[config.mk]
export PLATFORM = sky130hd
export DESIGN_NAME = constant_magnitude_histogram_flat
export DESIGN_NICKNAME = d
export VERILOG_FILES = /design/src/hdl/cmh_pkg.sv /design/src/hdl/cmh_if.sv /design/src/hdl/constant_magnitude_histogram.sv /design/src/hdl/cmh_ram.sv /design/src/hdl/cmh_classify.sv /design/src/flat_wrapper.sv
export SDC_FILE = /design/constraint.sdc
export NUM_CORES = 2
export LEC_CHECK = 0
export BUFFER_PORTS_ARGS = -buffer_cell sky130_fd_sc_hd__buf_2
export CAP_MARGIN = 20
export CORE_UTILIZATION = 56
export CTS_BUF_LIST = sky130_fd_sc_hd__clkbuf_4 sky130_fd_sc_hd__clkbuf_8 sky130_fd_sc_hd__clkbuf_16
export DETAILED_ROUTE_END_ITERATION = 7
export PLACE_DENSITY = 0.76
export SETUP_SLACK_MARGIN = 0.4
export SYNTH_ARGS = -nofsm -noshare
export SYNTH_HDL_FRONTEND = slang
export SYNTH_SLANG_ARGS = --single-unit
[constraint.sdc]
create_clock -name clk -period 6.3 [get_ports clk]
set_clock_uncertainty 0.05 [all_clocks]
set_input_delay 0.63 -clock clk [delete_from_list [all_inputs] [get_ports clk]]
set_output_delay 0.63 -clock clk [all_outputs]
set_load 0.01 [all_outputs]
[src/hdl/cmh_pkg.sv]
// Shared types and constants for the constant magnitude histogram.
package cmh_pkg;

    // Input opcodes
    localparam logic [2:0] OP_REC_INT   = 3'd0;
    localparam logic [2:0] OP_REC_FLOAT = 3'd1;
    localparam logic [2:0] OP_REC_OTHER = 3'd2;
    localparam logic [2:0] OP_READ      = 3'd3;
    localparam logic [2:0] OP_CLEAR     = 3'd4;

    // Float classes, offset from the first float bin
    localparam logic [2:0] FC_ZERO  = 3'd0;
    localparam logic [2:0] FC_ONE   = 3'd1;
    localparam logic [2:0] FC_TWO   = 3'd2;
    localparam logic [2:0] FC_HALF  = 3'd3;
    localparam logic [2:0] FC_POW2  = 3'd4;
    localparam logic [2:0] FC_OTHER = 3'd5;

    // Bins past the integer bins: six float classes and one for other kinds
    localparam int EXTRA_BINS = 7;
    localparam int OTHER_OFS  = 6;

    localparam logic [10:0] EXP_ALL_ONES = 11'h7FF;
    localparam logic [10:0] EXP_ONE      = 11'h3FF;
    localparam logic [10:0] EXP_TWO      = 11'h400;
    localparam logic [10:0] EXP_HALF     = 11'h3FE;

    typedef enum logic [1:0] {
        K_NOP,
        K_INC,
        K_READ,
        K_CLEAR
    } kind_t;

    // Control of one beat as it moves down the pipe
    typedef struct packed {
        logic       valid;
        kind_t      kind;
        logic [5:0] bin;
        logic       in_range;
    } stage_ctl_t;

endpackage

[src/hdl/cmh_if.sv]
// Valid/ready channel interfaces for the histogram's input and result beats.
interface cmh_item_if;
    logic              valid;
    logic              ready;
    logic [2:0]        opcode;
    logic signed [63:0] int_value;
    logic [63:0]       float_bits;
    logic [5:0]        read_index;

    modport source (output valid, opcode, int_value, float_bits, read_index, input ready);
    modport sink   (input valid, opcode, int_value, float_bits, read_index, output ready);
endinterface

interface cmh_result_if;
    logic        valid;
    logic        ready;
    logic [5:0]  bin;
    logic [31:0] count;

    modport source (output valid, bin, count, input ready);
    modport sink   (input valid, bin, count, output ready);
endinterface

[src/hdl/constant_magnitude_histogram.sv]
// Top level: counter bank in RAM with read-modify-write and write forwarding.
//
//   port    | dir | fields                                       | role
//   --------+-----+----------------------------------------------+---------------------
//   item    | in  | opcode, int_value, float_bits, read_index    | record/read/clear
//   result  | out | bin, count                                   | one beat per item
//
// Cycles: one beat per cycle sustained while the output register is taken, clear
//   included; a beat passes the first classify stage (loaded on the accepting
//   edge), then the second classify stage, the RAM read and the output reg.
// Reset: counters read as zero through per-bin valid bits, so no clearing pass.
//   A clear drops all valid bits at once.
// Stalls: a full output register that is not taken freezes the whole pipe;
//   item.ready drops in that same cycle.
module constant_magnitude_histogram #(
    parameter int INT_BINS   = 32,
    parameter int COUNT_BITS = 32
) (
    input logic           clk,
    input logic           rst_n,
    cmh_item_if.sink      item,
    cmh_result_if.source  result
);
    import cmh_pkg::*;

    localparam int NUM_BINS = INT_BINS + EXTRA_BINS;
    localparam int AW       = $clog2(NUM_BINS);

    // global advance: the pipe moves whenever the output register can take a beat
    logic go;

    stage_ctl_t    s2_ctl;
    logic [AW-1:0] s2_addr;

    // stage 3: RAM data arrives, counter is updated and written back
    stage_ctl_t    s3_ctl_reg;
    logic [AW-1:0] s3_addr_reg;

    logic [COUNT_BITS-1:0] rdata;
    logic [COUNT_BITS-1:0] old_cnt;
    logic [COUNT_BITS-1:0] new_cnt;
    logic                  we;

    // per-bin valid bits; a bin that is not valid reads as zero
    logic [NUM_BINS-1:0] vld_reg, vld_next;

    // last write, forwarded to cover the write that lands on the read edge
    logic                  lw_valid_reg, lw_valid_next;
    logic [AW-1:0]         lw_addr_reg;
    logic [COUNT_BITS-1:0] lw_data_reg;
    logic                  lw_hit;

    // output register
    logic        out_valid_reg, out_valid_next;
    logic [5:0]  out_bin_reg, out_bin_next;
    logic [31:0] out_count_reg, out_count_next;

    assign go         = !out_valid_reg || result.ready;
    assign item.ready = go;

    cmh_classify #(
        .INT_BINS (INT_BINS),
        .AW       (AW)
    ) u_classify (
        .clk        (clk),
        .rst_n      (rst_n),
        .en         (go),
        .in_valid   (item.valid),
        .opcode     (item.opcode),
        .int_value  (item.int_value),
        .float_bits (item.float_bits),
        .read_index (item.read_index),
        .ctl        (s2_ctl),
        .addr       (s2_addr)
    );

    cmh_ram #(
        .WIDTH (COUNT_BITS),
        .DEPTH (NUM_BINS)
    ) u_ram (
        .clk   (clk),
        .we    (we),
        .waddr (s3_addr_reg),
        .wdata (new_cnt),
        .re    (go),
        .raddr (s2_addr),
        .rdata (rdata)
    );

    always_ff @(posedge clk or negedge rst_n)
    begin
        if (!rst_n)
        begin
            s3_ctl_reg <= '0;
        end
        else if (go)
        begin
            s3_ctl_reg <= s2_ctl;
        end
    end

    always_ff @(posedge clk)
    begin
        if (go)
        begin
            s3_addr_reg <= s2_addr;
        end
    end

    // read-modify-write of the selected counter
    always_comb
    begin
        lw_hit  = lw_valid_reg && (lw_addr_reg == s3_addr_reg);
        if (lw_hit)
        begin
            old_cnt = lw_data_reg;
        end
        else if (vld_reg[s3_addr_reg])
        begin
            old_cnt = rdata;
        end
        else
        begin
            old_cnt = '0;
        end
        new_cnt = old_cnt + COUNT_BITS'(1);
        we      = s3_ctl_reg.valid && go && (s3_ctl_reg.kind == K_INC);
    end

    always_comb
    begin
        vld_next      = vld_reg;
        lw_valid_next = lw_valid_reg;
        if (s3_ctl_reg.valid && go)
        begin
            if (s3_ctl_reg.kind == K_CLEAR)
            begin
                vld_next      = '0;
                lw_valid_next = 1'b0;
            end
            else if (s3_ctl_reg.kind == K_INC)
            begin
                vld_next[s3_addr_reg] = 1'b1;
                lw_valid_next         = 1'b1;
            end
        end
    end

    always_ff @(posedge clk or negedge rst_n)
    begin
        if (!rst_n)
        begin
            vld_reg      <= '0;
            lw_valid_reg <= 1'b0;
        end
        else
        begin
            vld_reg      <= vld_next;
            lw_valid_reg <= lw_valid_next;
        end
    end

    always_ff @(posedge clk)
    begin
        if (we)
        begin
            lw_addr_reg <= s3_addr_reg;
            lw_data_reg <= new_cnt;
        end
    end

    // result beat
    always_comb
    begin
        out_valid_next = s3_ctl_reg.valid;
        out_bin_next   = s3_ctl_reg.bin;
        unique case (s3_ctl_reg.kind)
            K_INC:   out_count_next = 32'(new_cnt);
            K_READ:  out_count_next = s3_ctl_reg.in_range ? 32'(old_cnt) : '0;
            K_CLEAR: out_count_next = '0;
            K_NOP:   out_count_next = '0;
        endcase
    end

    always_ff @(posedge clk or negedge rst_n)
    begin
        if (!rst_n)
        begin
            out_valid_reg <= 1'b0;
        end
        else if (go)
        begin
            out_valid_reg <= out_valid_next;
        end
    end

    always_ff @(posedge clk)
    begin
        if (go)
        begin
            out_bin_reg   <= out_bin_next;
            out_count_reg <= out_count_next;
        end
    end

    assign result.valid = out_valid_reg;
    assign result.bin   = out_bin_reg;
    assign result.count = out_count_reg;

endmodule

[src/hdl/cmh_ram.sv]
// Generic simple dual-port RAM, one write and one registered read port.
module cmh_ram #(
    parameter int WIDTH = 32,
    parameter int DEPTH = 39
) (
    input  logic                     clk,
    input  logic                     we,
    input  logic [$clog2(DEPTH)-1:0] waddr,
    input  logic [WIDTH-1:0]         wdata,
    input  logic                     re,
    input  logic [$clog2(DEPTH)-1:0] raddr,
    output logic [WIDTH-1:0]         rdata
);

    logic [WIDTH-1:0] mem [DEPTH];
    logic [WIDTH-1:0] rdata_reg;

    always_ff @(posedge clk)
    begin
        if (we)
        begin
            mem[waddr] <= wdata;
        end
        if (re)
        begin
            rdata_reg <= mem[raddr];
        end
    end

    assign rdata = rdata_reg;

endmodule

[src/hdl/cmh_classify.sv]
// Two-stage bin selection: magnitude and float class, then log2 and address.
module cmh_classify #(
    parameter int INT_BINS = 32,
    parameter int AW       = 6
) (
    input  logic               clk,
    input  logic               rst_n,
    input  logic               en,
    input  logic               in_valid,
    input  logic [2:0]         opcode,
    input  logic signed [63:0] int_value,
    input  logic [63:0]        float_bits,
    input  logic [5:0]         read_index,
    output cmh_pkg::stage_ctl_t ctl,
    output logic [AW-1:0]      addr
);
    import cmh_pkg::*;

    localparam int          NUM_BINS   = INT_BINS + EXTRA_BINS;
    localparam logic [6:0]  NUM_BINS7  = 7'(NUM_BINS);
    localparam logic [5:0]  TOP_INT    = 6'(INT_BINS - 1);
    localparam logic [AW-1:0] FLOAT_BASE = AW'(INT_BINS);
    localparam logic [AW-1:0] OTHER_ADDR = AW'(INT_BINS + OTHER_OFS);

    // stage 1
    logic        s1_valid_reg, s1_valid_next;
    logic [2:0]  s1_op_reg;
    logic [63:0] s1_mag_reg;
    logic [2:0]  s1_fcls_reg;
    logic [5:0]  s1_idx_reg;

    // stage 2
    stage_ctl_t    s2_ctl_reg, s2_ctl_next;
    logic [AW-1:0] s2_addr_reg, s2_addr_next;

    logic        f_sign;
    logic [10:0] f_exp;
    logic        f_mant_nz;
    logic [2:0]  fcls;
    logic [63:0] mag;

    logic [7:0]  byte_nz;
    logic [2:0]  hi_byte;
    logic [7:0]  sel_byte;
    logic [2:0]  lo_bit;
    logic [5:0]  lg;
    logic [5:0]  lg_clamp;

    // float class and magnitude
    always_comb
    begin
        f_sign    = float_bits[63];
        f_exp     = float_bits[62:52];
        f_mant_nz = |float_bits[51:0];
        mag       = int_value[63] ? (64'd0 - int_value) : int_value;
        if (f_exp == '0 && !f_mant_nz)
        begin
            fcls = FC_ZERO;
        end
        else if (f_exp == '0 || f_exp == EXP_ALL_ONES || f_mant_nz)
        begin
            fcls = FC_OTHER;
        end
        else if (!f_sign && f_exp == EXP_ONE)
        begin
            fcls = FC_ONE;
        end
        else if (!f_sign && f_exp == EXP_TWO)
        begin
            fcls = FC_TWO;
        end
        else if (!f_sign && f_exp == EXP_HALF)
        begin
            fcls = FC_HALF;
        end
        else
        begin
            fcls = FC_POW2;
        end
    end

    assign s1_valid_next = in_valid;

    always_ff @(posedge clk or negedge rst_n)
    begin
        if (!rst_n)
        begin
            s1_valid_reg <= 1'b0;
            s2_ctl_reg   <= '0;
        end
        else if (en)
        begin
            s1_valid_reg <= s1_valid_next;
            s2_ctl_reg   <= s2_ctl_next;
        end
    end

    always_ff @(posedge clk)
    begin
        if (en)
        begin
            s1_op_reg   <= opcode;
            s1_mag_reg  <= mag;
            s1_fcls_reg <= fcls;
            s1_idx_reg  <= read_index;
            s2_addr_reg <= s2_addr_next;
        end
    end

    // floor(log2) as top byte, then top bit in that byte
    always_comb
    begin
        hi_byte = '0;
        lo_bit  = '0;
        for (int i = 0; i < 8; i++)
        begin
            byte_nz[i] = |s1_mag_reg[8*i +: 8];
        end
        for (int i = 0; i < 8; i++)
        begin
            if (byte_nz[i])
            begin
                hi_byte = 3'(i);
            end
        end
        sel_byte = s1_mag_reg[8*hi_byte +: 8];
        for (int i = 0; i < 8; i++)
        begin
            if (sel_byte[i])
            begin
                lo_bit = 3'(i);
            end
        end
        lg       = {hi_byte, lo_bit};
        lg_clamp = (lg > TOP_INT) ? TOP_INT : lg;
    end

    always_comb
    begin
        s2_ctl_next.valid    = s1_valid_reg;
        s2_ctl_next.kind     = K_NOP;
        s2_ctl_next.bin      = '0;
        s2_ctl_next.in_range = 1'b0;
        s2_addr_next         = '0;
        unique case (s1_op_reg)
            OP_REC_INT:
            begin
                s2_ctl_next.kind = K_INC;
                s2_addr_next     = AW'(lg_clamp);
            end
            OP_REC_FLOAT:
            begin
                s2_ctl_next.kind = K_INC;
                s2_addr_next     = FLOAT_BASE + AW'(s1_fcls_reg);
            end
            OP_REC_OTHER:
            begin
                s2_ctl_next.kind = K_INC;
                s2_addr_next     = OTHER_ADDR;
            end
            OP_READ:
            begin
                s2_ctl_next.kind     = K_READ;
                s2_ctl_next.in_range = ({1'b0, s1_idx_reg} < NUM_BINS7);
                s2_addr_next         = AW'(s1_idx_reg);
            end
            OP_CLEAR:
            begin
                s2_ctl_next.kind = K_CLEAR;
            end
            default:
            begin
                s2_ctl_next.kind = K_NOP;
            end
        endcase
        if (s2_ctl_next.kind == K_INC)
        begin
            s2_ctl_next.bin = 6'(s2_addr_next);
        end
        else if (s2_ctl_next.kind == K_READ)
        begin
            s2_ctl_next.bin = s1_idx_reg;
        end
    end

    assign ctl  = s2_ctl_reg;
    assign addr = s2_addr_reg;

endmodule

[src/flat_wrapper.sv]
// flat-port wrapper written by rule: the top's interface ports become plain ports
module constant_magnitude_histogram_flat import cmh_pkg::*;
#(
    parameter int INT_BINS   = 32,
    parameter int COUNT_BITS = 32
)
  (clk, rst_n, item_valid, item_opcode, item_int_value, item_float_bits, item_read_index, item_ready, result_valid, result_bin, result_count, result_ready);
  cmh_item_if item_i ();
  cmh_result_if result_i ();
  input logic clk;
  input logic rst_n;
  input wire logic [$bits(item_i.valid)-1:0] item_valid;
  input wire logic [$bits(item_i.opcode)-1:0] item_opcode;
  input wire logic [$bits(item_i.int_value)-1:0] item_int_value;
  input wire logic [$bits(item_i.float_bits)-1:0] item_float_bits;
  input wire logic [$bits(item_i.read_index)-1:0] item_read_index;
  output wire logic [$bits(item_i.ready)-1:0] item_ready;
  output wire logic [$bits(result_i.valid)-1:0] result_valid;
  output wire logic [$bits(result_i.bin)-1:0] result_bin;
  output wire logic [$bits(result_i.count)-1:0] result_count;
  input wire logic [$bits(result_i.ready)-1:0] result_ready;
  assign item_i.valid = item_valid;
  assign item_i.opcode = item_opcode;
  assign item_i.int_value = item_int_value;
  assign item_i.float_bits = item_float_bits;
  assign item_i.read_index = item_read_index;
  assign item_ready = item_i.ready;
  assign result_valid = result_i.valid;
  assign result_bin = result_i.bin;
  assign result_count = result_i.count;
  assign result_i.ready = result_ready;
  constant_magnitude_histogram #(.INT_BINS(INT_BINS), .COUNT_BITS(COUNT_BITS)) u_core (.clk(clk), .rst_n(rst_n), .item(item_i), .result(result_i));
endmodule
# Yosys cells after proc, flatten, opt, wreduce, memory -nomap -nowiden
# Memories as Yosys holds them, arrays and structs flattened. A register that Yosys moved wholly into a read port is not among the register bits.
# Index checks and enable logic that the tools add are counted.
dict set report word_totals {
  regBits 226
  ram_bits 1248
  inputBits 141
  wordCells 117
  memories 1
}
dict set report classes {
  add_sub_neg 3
  magnitude_cmp 4
  n_eq_ne 14
  shift 1
  muxes 39
  bitwise_logic 1
  n_reduce_logical 30
}
# name depth width rd rd_ports_with_merged_regs wr line_no
set mem_list {}
lappend mem_list {u_core.u_ram.mem 39 32 1 1 1 cmh_ram.sv:15} ;# logic [WIDTH-1:0] mem [DEPTH];
# operator count
set op_table {}
lappend op_table {{$mux W32} 3}
lappend op_table {{$pmux W32 S3} 1}
lappend op_table {{$mux W39} 2}
lappend op_table {{$shiftx A64 B7 Y8} 1}
lappend op_table {{$sub A1 B64 Y64 const A} 1}
lappend op_table {{$mux W63} 1}
lappend op_table {{$reduce_or A8 Y1} 7}
lappend op_table {{$reduce_or A52 Y1} 1}
lappend op_table {{$mux W3} 16}
lappend op_table {{$or A39 B39 Y39} 1}
lappend op_table {{$add A32 B1 Y32 const B} 1}
lappend op_table {{$pmux W6 S4} 1}
lappend op_table {{$eq A11 B10 Y1 const B} 2}
lappend op_table {{$eq A11 B11 Y1 const B} 2}
lappend op_table {{$mux W6} 3}
lappend op_table {{$logic_not A11 Y1} 1}
lappend op_table {{$mux W1} 9}
lappend op_table {{$logic_and A1 B1 Y1} 8}
lappend op_table {{$lt A6 B7 Y1 const B} 1}
lappend op_table {{$add A6 B3 Y6 const A} 1}
lappend op_table {{$bmux W1 S6} 1}
lappend op_table {{$demux W1 S6} 1}
lappend op_table {{$eq A2 B2 Y1 const B} 3}
lappend op_table {{$eq A3 B2 Y1 const B} 2}
lappend op_table {{other kinds (16)} 22}

# Depth between registers and ports, before layout
dict set report logic_depth {
  word_depth 20
  depth_mapped 19
}

# Hierarchy
# Synthesis repeated with hierarchy kept, for this count alone.
dict set report hier_totals {
  hier_cells 3665
  area_unflattened_um2 61774.2
}
# module n_inst cells_per_inst area_per_inst_um2 seq_area_each_um2
set by_module_without_submodules {}
lappend by_module_without_submodules {cmh_ram 1 2597 49815.3 38436.9}
lappend by_module_without_submodules {constant_magnitude_histogram 1 610 6801.5 3738.6}
lappend by_module_without_submodules {cmh_classify 1 458 5157.4 2707.6}

# Least setup slack after synthesis
# Ideal clock, no wire load.
dict set report synth_timing {
  kind {in2out}
  startpoint {in result_ready}
  endpoint {out item_ready}
  arrival_time_ps 5684
  required_ps 5620
  path_slack_ps -64
  stages 5
  cell_sequence {nor2b_1 > clkbuf_1 > inv_1 > clkbuf_1 > buf_1}
}
dict set report synth_between {
  elab_chain_cells 1
}
# item line_no
set synth_rtl {}
lappend synth_rtl {{start: declaration} flat_wrapper.sv:21} ;# input wire logic [$bits(result_i.ready)-1:0] result_ready;
lappend synth_rtl {{$logic_or A1 B1 Y1} constant_magnitude_histogram.sv:58} ;# assign go = !out_valid_reg || result.ready;
lappend synth_rtl {{end: declaration} flat_wrapper.sv:17} ;# output wire logic [$bits(item_i.ready)-1:0] item_ready;
# Every way passes these cells.

# Worst setup path after layout
dict set report layout_timing {
  startpoint {reg u_core.s3_addr_reg[2]}
  endpoint {mem u_core.u_ram.mem[0][22] (data pin)}
}
dict set report layout_between {
  elab_chain_cells 5
  word_cells_on_any_way 7
  cone_classes {add/sub: 1; eq/ne: 1; mux: 4; reduce/logical: 1}
}
# item line_no
set layout_rtl {}
lappend layout_rtl {{start: declaration} constant_magnitude_histogram.sv:37} ;# logic [AW-1:0] s3_addr_reg;
lappend layout_rtl {{start signal: assignment} constant_magnitude_histogram.sv:106} ;# s3_addr_reg <= s2_addr;
lappend layout_rtl {{$bmux W1 S6} constant_magnitude_histogram.sv:118} ;# else if (vld_reg[s3_addr_reg])
lappend layout_rtl {{$mux W1 (implied by the code)} constant_magnitude_histogram.sv:118}
lappend layout_rtl {{$mux W32} constant_magnitude_histogram.sv:118}
lappend layout_rtl {{$mux W32 *} constant_magnitude_histogram.sv:114} ;# if (lw_hit)
lappend layout_rtl {{$add A32 B1 Y32 *} constant_magnitude_histogram.sv:126} ;# new_cnt = old_cnt + COUNT_BITS'(1);
lappend layout_rtl {{via u_core.new_cnt[22]} constant_magnitude_histogram.sv:41} ;# logic [COUNT_BITS-1:0] new_cnt;
lappend layout_rtl {{end: declaration} cmh_ram.sv:15}
# The timed path passes the listed nets; every way through them passes the cells marked *. The select of a mux whose other input is x is not followed.

==> flow_summary_export.csv <==
group,metric,value,unit
status,status,"finished with violations",
status,violations,"negative hold slack",
logic_synthesis,synth_cells,3134,
die,coreArea,107100,µm²
sta,setup_slack,1.185,ns
worst_setup_path,reg2reg_to,"u_core.u_ram.mem[0][22]",
worst_setup_path,end_kind,"register",
power,vdd_drop_max,0.2922,mV
routing,drt_wl_total,163.3,mm
power,power.leakage,0.02281,µW
clock_tree,clkLatencyLatePin,0.75,ns
routing,wire_per_inst,32.80,µm
worst_setup_path,worstSetupStartpointType,"register",
logic_synthesis,ys_types,79,
layout,largest_reg_flops,1248,
worst_setup_path,cpPeakStageDelay,0.92,ns
worst_setup_path,worst-path-buf-inv,2,
sta,slew_violations,0,
sta,finalCritPeriodShare,0.8120,
layout,nFillCells,6944,
clock_tree,clockBufferDepth,3,
place,dp_slack,1.107,ns
place,place.gp.congestion,0.9420,
sta,worst_pin_slew,1.092,ns
logic_synthesis,synth_area_leaders,"edfxtp_1 72%, mux4_2 13%, dfrtp_1 2.6%",
sta,setup_viol,0,
die,dieArea,109200,µm²
layout,nets,3597,
worst_setup_path,critPathRequiredTime,6.85,ns
routing,vias,33390,
sta,fmax,0.1955,GHz
worst_setup_path,path_max_fanout,23,
logic_synthesis,synth_top_area_cell,"edfxtp_1",
clock_tree,cts_tree,"done",
routing,firstDrtPassIters,6,
worst_setup_path,worstSetupStartpoint,"u_core.s3_addr_reg[2]",
clock_tree,post_cts_buffers,0,
global_route,grt_pass1_vias,34080,
clock_tree,cts-resized-gates,0,
worst_setup_path,regToRegSetupSlack,1.18,ns
worst_setup_path,endpoint,"u_core.u_ram.mem[0][22]",
logic_synthesis,synthArstFlopShare,0.04120,
power,power_density,441.2,nW/µm²
logic_synthesis,yosysSeqAreaShare,0.7428,
die,dieHeight,330.5,µm
logic_synthesis,ys_warn_count,0,
global_route,grt_pass1_wl,234.7,mm
clock_tree,clk_pin_slew,0.06,ns
global_route,grt_max_degree,160,
sta,rsz0062_at_grt,"false",
routing,vias_per_cell,6.705,
layout,area_delta_synth_final,14.69,%
worst_setup_path,cp_cell_sequence,"buf_4 -> mux2i_1 -> a22oi_1 -> a31oi_1 -> and2_1 -> and2_1 -> o21ai_0 -> ha_1 -> or3b_2 -> nor3_1 -> nand2_1 -> xor2_2 -> buf_8",
logic_synthesis,synth.net_count,3277,
die,dieWidth,330.5,µm
clock_tree,cts_sinks,1505,
global_route,grt_usage,0.3054,
worst_setup_path,arrival,5.66,ns
worst_setup_path,crit_family,"simple AND/OR/NAND/NOR gates",
routing,drc_errors,0,
power,power,30570,µW
place,hpwl,93.74,mm
die,start_util,0.5644,
logic_synthesis,synth_flop_cell,"edfxtp_1",
die,io_pins,181,
worst_setup_path,critical_path_cell_count,13,
sta,setup-tns-final,0,ns
worst_setup_path,reg2regPathDepth,13,
sta,hold_viol,2,
die,rows,120,
layout,drive_gt1_frac,0.2872,
logic_synthesis,synth-edff-count,1443,
sta,slew-limit-headroom,0.2721,
sta,period_minus_slack,5.115,ns
sta,hold_slack,-0.009461,ns
hold_path,hp-class,"input pin to async pin",
logic_synthesis,avgSynthCellArea,19.28,µm²
routing,ant_nets,0,
run,maxCapViolations,0,
routing,drt_iter0_drc,4080,
place,io_buffers,180,
place,dpl_cell_area,64250,µm²
logic_synthesis,ys_ff_latch,1505,
global_route,overflow,0,
global_route,antenna_found_initial,3,
layout,fin_area,69300,µm²
clock_tree,htreeDepth,4,
worst_setup_path,worstSetupPathType,"register to register",
worst_setup_path,crit_top_cell,"and2_1",
logic_synthesis,syn_area,60420,µm²
worst_setup_path,critPathSlowestCell,"edfxtp_1",
logic_synthesis,synth_top_area_share,0.7172,
clock_tree,numCtsBuffers,150,
worst_setup_path,reg2reg_from,"u_core.s3_addr_reg[2]",
clock_tree,cts-root-buf,"clkbuf_16",
## layout by cell type (no fill, tap or decap), types with 23 or more instances in the layout
cell	count
nor2_4	23
clkinv_1	31
nand3_1	28
dfrtp_1	62
mux4_2	352
nor2b_1	36
a21oi_1	69
buf_2	180
o21ai_0	90
o211ai_1	36
xnor2_1	61
mux2i_1	60
nand2_1	187
buf_4	128
clkinv_2	25
edfxtp_1	1443
a211oi_1	38
clkbuf_4	38
nor4_1	37
nor2_1	52
clkbuf_16	159
o21a_1	45
## kinds of logic (layout without fill, tap and decap cells)
kind of cell,count (synthesis),after routing,synth area share
XOR/XNOR,91,91,0.01319
flip-flops,1505,1505,0.7428
AO/OA/AOI/OAI,398,398,0.04401
multiplexers,420,420,0.1426
other,0,1,0
buffers and inverters,184,626,0.01168
AND/OR/NAND/NOR,533,533,0.04506
adder cells (fa/ha/maj),3,3,0.0005798
## final cells by class
| cell class | instances | area [µm²] | area share |
|---|---|---|---|
| Antenna cell | 1 | 2.502 | 0.00003611 |
| Timing Repair Buffer | 338 | 2385 | 0.03441 |
| Sequential cell | 1505 | 44880 | 0.6477 |
| Inverter | 14 | 57.56 | 0.0008306 |
| Clock inverter | 76 | 619.3 | 0.008938 |
| Clock buffer | 198 | 4278 | 0.06173 |
| Tap cell | 1403 | 1755 | 0.02533 |
| Multi-Input combinational cell | 1445 | 15310 | 0.2210 |
## worst min path at each step
| stage | end | start | cells after the start | slack [ns] |
|---|---|---|---|---|
| after floorplan | u_core.lw_valid_reg | rst_n | 0 | 0.28 |
| after global placement | u_core.result.bin[5] | u_core.out_bin_next[5] | 0 | 0.39 |
| after detailed placement | u_core.result.bin[5] | u_core.out_bin_next[5] | 0 | 0.40 |
| after CTS | u_core.result.valid | rst_n | 2 | 0.0006 |
| after global routing | u_core.out_bin_next[4] | rst_n | 2 | 0.05 |
| final | u_core.out_bin_next[4] | rst_n | 2 | -0.009 |
## routing by layer
layer  part of all wire  track usage
met1               0.37       0.4059
met2               0.49       0.4934
met3              0.092      0.05989
met4              0.047       0.1402
met5           0.000098            0
## what timing repair did
action,CTS,global route
hold endpoints to repair,9,0
hold buffers,9,0
setup endpoints to repair,0,0
## where the power goes
part | switching, µW | leakage [µW] | internal (µW) | total [µW]
registers | 604 | 0.0143 | 13400 | 14000
logic | 4810 | 0.00610 | 2940 | 7750
clock network | 3710 | 0.00245 | 5120 | 8830
total | 9120 | 0.0228 | 21400 | 30600
## through the flow
stage | hold slack [ns] | std cells | util
after floorplan | 0.2844 | 3134 | -
after global placement | 0.3912 | 4691 | 0.5996
after detailed placement | 0.3967 | 4694 | 0.6001
after CTS | 0.0006154 | 4977 | 0.6467
after global routing | 0.05395 | 4979 | 0.6473
final | -0.009461 | 4980 | 0.6473
## cell usage after synthesis (all sizes together) (21+ instances only)
cell type and instances:
mux4 352, a211oi 39, and3 21, a21oi 72
dfrtp 62, buf 43, nand3 28, mux2i 60
nor3 36, o21a 45, nand2 187, xor2 21
nor4 39, edfxtp 1443, clkbuf 127, xnor2 70
o211ai 36, o21ai 91, nor2 77, nor2b 38
(Power assumes the default switching activity.)
